===== src/hw/rtl/ttba_ram.sv =====
module ttba_ram #(
   parameter int WIDTH = 8,
   parameter int DEPTH = 16
) (
   input  logic                     clock,
   input  logic                     wr_en,
   input  logic [$clog2(DEPTH)-1:0] wr_addr,
   input  logic [WIDTH-1:0]         wr_data,
   input  logic                     rd_en,
   input  logic [$clog2(DEPTH)-1:0] rd_addr,
   output logic [WIDTH-1:0]         rd_data
);

   logic [WIDTH-1:0] mem_ff [DEPTH];
   logic [WIDTH-1:0] rd_data_ff;

   // Write port and registered read port
   always_ff @(posedge clock) begin
      if (wr_en) begin
         mem_ff[wr_addr] <= wr_data;
      end
      if (rd_en) begin
         rd_data_ff <= mem_ff[rd_addr];
      end
   end

   assign rd_data = rd_data_ff;

endmodule

===== config.mk =====
export PLATFORM = sky130hd
export DESIGN_NAME = ttba_ram
export DESIGN_NICKNAME = d
export VERILOG_FILES = /design/src/hw/rtl/ttba_ram.sv
export SDC_FILE = /design/constraint.sdc
export NUM_CORES = 1
export LEC_CHECK = 0
export BUFFER_PORTS_ARGS = -buffer_cell sky130_fd_sc_hd__buf_2
export CAP_MARGIN = 20
export CORE_ASPECT_RATIO = 1.75
export CORE_MARGIN = 4
export CORE_UTILIZATION = 45
export CTS_BUF_LIST = sky130_fd_sc_hd__clkbuf_2
export DETAILED_ROUTE_END_ITERATION = 7
export PLACE_DENSITY = 0.64
export SLEW_MARGIN = 10
export SYNTH_ARGS = -nofsm -noshare
export SYNTH_HDL_FRONTEND = slang
export SYNTH_SLANG_ARGS = --single-unit

===== constraint.sdc =====
create_clock -name clock -period 1.8 [get_ports clock]
set_input_delay 0.09 -clock clock [delete_from_list [all_inputs] [get_ports clock]]
set_output_delay 0.09 -clock clock [all_outputs]
set_load 0.1 [all_outputs]

Yosys cells after proc, flatten, opt, wreduce, memory -nomap -nowiden
Memories as Yosys holds them, arrays and structs flattened. A register that Yosys moved wholly into a read port is not among the register bits.
Cells that the tools add are included.
{"block": "classes", "add_sub_neg": 0, "mul": 0, "div": 0, "order_cmp": 0, "eq_ne": 0, "shifts": 0, "n_mux": 2, "bitwise": 0, "n_reduce_logical": 0}
{"cell": "$mux W1", "n": 2}
{"block": "totals", "reg_bits": 0, "latch_bits": 0, "ram_bits": 128, "mem_bits_ro": 0, "input_bits": 19, "out_inout_bits": 8, "word_cells": 3, "mem_count": 1}
{"memory": "mem_ff", "words": 16, "word_bits": 8, "rd": 1, "rd_ports_with_merged_regs": 1, "write_ports": 1, "line_no": "14", "rtl": "logic [WIDTH-1:0] mem_ff [DEPTH];"}

Depth between registers and ports, before layout
{"block": "depth", "word_depth": 2, "depth_mapped": 5, "depth_no_buf": 3}

Least setup slack after synthesis
Ideal clock, no wire load.
{"block": "synth_timing", "path_kind": "in2reg", "startpoint": "input wr_addr[2]", "endpoint": "memory mem_ff[0][0] (enable)", "setup_time_ns": 0.383, "arrival_ns": 1.200, "required_time_ns": 1.417, "path_slack_ns": 0.217, "stages": 2, "path_buffers": 0, "path_cell_list": "or3b_2 nor3_1"}
{"element": "start, declared", "line_no": "7", "rtl": "input logic [$clog2(DEPTH)-1:0] wr_addr,"}
{"element": "end, declared", "line_no": "14"}
No word-level cell before the write port.

Worst setup path in the final report
{"block": "layout_timing", "startpoint": "input wr_addr[2]", "endpoint": "memory mem_ff[0][5] (enable)"}
No word-level cell before the write port.

==> reports/qor.yml <==
drt_iter0_drc: 219
synth_seq_area_share: 0.7812
rows: 51
max_freq_ghz: 0.5572
fp.dieArea_um2: 13470
viasPerCell: 5.583
grt_pass1_vias: 2663
gp_congestion: 0.7729
synthCells: 229
start_util: 0.4655
cts_tree: "built"
clock-skew-final_ns: 0.03263
power.switching_mw: 1.366
cts_made_buffers: 17
clock_power_share: 0.308
grt_pass1_wl_um: 15510
maxSlewViolCount: 0
vias: 2490
root_buffer: "clkbuf_2"
die_w_um: 89.48
synth_cell_types: 18
insertion_delay_ns: 0.67
pwr-share-seq: 0.612
drt_pass1_iterations: 4
layout-area-overhead-vs-synth_pct: 15.53
p_sw_frac: 0.2337
hp-class: "primary input to register"
critPathLaunchType: "primary input"
critPathMaxStageDelay_ns: 0.57
critPathCaptureType: "register"
crit_family: "buffers and inverters"
worstPathArrival_ns: 2.16
syn-num-nets: 248
synth_warnings: 0
cp_max_fo: 8
fillCellCount: 887
wire_per_inst_um: 22.27
p_int_mw: 4.480
ir_drop_mv: 0.4748
power_frac_comb: 0.080
outcome: "completed"
clock_sinks: 136
hold_path_end: "rd_data[2]"
r2r_slack_ns: 0.30
wl_um: 9931
grt_max_degree: 33
whs_ns: 0.06209
antenna_found_initial: 1
power.leakage_nw: 2.047
post-route-period-util: 0.9970
rr_startpoint: "mem_ff[1][0]"
postCtsSetupRepairBufs: 0
clk_transition_reported_paths_ns: 0.21
worst_pin_slew_ns: 0.5164
min-delay-start: "rd_addr[2]"
critical-path-slowest-cell: "dlygate4sd3_1"
fin_crit_ns: 1.795
slew_headroom: 0.6581
maxCapViolCount: 0
ys_seq_elements: 136
drtAntennaViolNets: 0
tns_ns: 0
r2r_end: "rd_data[0]"
track_usage: 0.1675
hold_depth: 5
grt_remaining_overflow: 0
worstPathCellList: "dlygate4sd3_1 > buf_2 > or3b_2 > nor3_2 > dlygate4sd3_1 > buf_4"
ios: 27
clockBufferDepth: 2
die_height_um: 150.6
finalHoldViolations: 0
synth.avg_cell_area_um2: 22.83
layout.nets: 320
syn-cell-area_um2: 5228
final_common_cell: "edfxtp_1"
total_power_mw: 5.846
mostFrequentLayoutCells: "edfxtp_1, buf_2, buf_4"
crit_type: "primary input to register"
path_buf_inv: 4
power_per_cell_area_nw_per_um2: 967.9
cp_common_cell: "dlygate4sd3_1"
drive_gt1_frac: 0.3099
h-tree-depth: 4
required_ns: 2.17
io_buffers: 26
coreArea_um2: 11230
r2r_cells: 3
setup_viol: 0
route.detailed.drc: 0
hpwlAfterDp_um: 6565
stage by stage:
stage	worst slack, ns	instance area [µm²]	utilization	std cells
after floorplan	0.2171	5228	-	229
after global placement	0.1945	5639	0.5021	399
after detailed placement	0.1171	5639	0.5021	399
after CTS	0.07711	6032	0.5371	445
after global routing	-0.02070	6040	0.5378	446
final	0.005466	6040	0.5378	446
cell type report:
class,instances,area (µm²),area share
sequential,136,4084,0.6762
multi-input combinational,83,1062,0.1759
timing repair buffer,63,483.0,0.07997
tap,132,165.2,0.02735
clock inverter,14,157.7,0.02610
clock buffer,17,85.08,0.01409
antenna,1,2.502,0.0004143
power groups by stage:
stage / registers [mW] / logic, mW / clock network, mW
after floorplan: 3.76 / 0.180 / 0
after global placement: 3.65 / 0.439 / 0
after detailed placement: 3.65 / 0.449 / 0
after CTS: 3.58 / 0.473 / 1.85
after global routing: 3.59 / 0.500 / 2.00
final: 3.58 / 0.466 / 1.80
sequential cells by signal, indices dropped and copies added (netlist names):
name,flops
rd_data,8
mem_ff,128
synth_stat cells:
cell / count / area (µm²)
and2b_1: 1 / 7.510
buf_6: 3 / 33.78
and2_1: 1 / 6.260
edfxtp_1: 136 / 4084
mux4_2: 18 / 405.4
buf_2: 3 / 15.01
clkdlybuf4s25_2: 3 / 30.03
nand2_1: 9 / 33.78
buf_4: 1 / 7.510
nor3_1: 4 / 20.02
nor2b_1: 1 / 6.260
or3b_2: 1 / 8.760
mux4_1: 14 / 367.9
nand3b_1: 2 / 15.01
nor2_1: 13 / 48.80
nand2b_1: 2 / 12.51
nand3_1: 1 / 5.000
a22oi_1: 16 / 120.1
what timing repair did:
action,in CTS,in global routing
endpoints found under the setup margin,0,8
endpoints found under the hold margin,177,0
gates resized for setup,0,1
hold buffers,15,0
kinds of logic after synthesis:
group | Yosys count | share of synthesized area
flip-flops | 136 | 0.7812
AND/OR/NAND/NOR | 35 | 0.03136
multiplexers | 32 | 0.1479
AO/OA/AOI/OAI | 16 | 0.02298
buffers and inverters | 10 | 0.01651
worst register-to-register path: cells and delay by family, from the launching register on:
kind | cells | cell delay, ns
multiplexers | 1 | 0.51
flip-flops | 1 | 0.41
AND/OR/NAND/NOR | 1 | 0.11
AO/OA/AOI/OAI | 1 | 0.25
how the worst max path moves through the flow:
stage,to,startpoint,depth (start not counted),slack (ns)
floorplan,mem_ff[0][0],wr_addr[2],2,0.22
global placement,rd_data[0],rd_addr[0],5,0.19
detailed placement,rd_data[0],rd_addr[0],5,0.12
CTS,mem_ff[0][5],wr_addr[2],6,0.08
global route,mem_ff[0][7],wr_addr[2],6,-0.02
finish,mem_ff[0][5],wr_addr[2],6,0.005
per-layer routing:
| layer | vias to the layer above | part of all wire | global-route usage |
|---|---|---|---|
| li1 | 1127 | - | - |
| met1 | 1282 | 0.40 | 0.2096 |
| met2 | 70 | 0.55 | 0.2795 |
| met3 | 11 | 0.037 | 0.03560 |
| met4 | 0 | 0.014 | 0.06930 |
| met5 | - | 0 | 0 |
(Power assumes the default switching activity.)
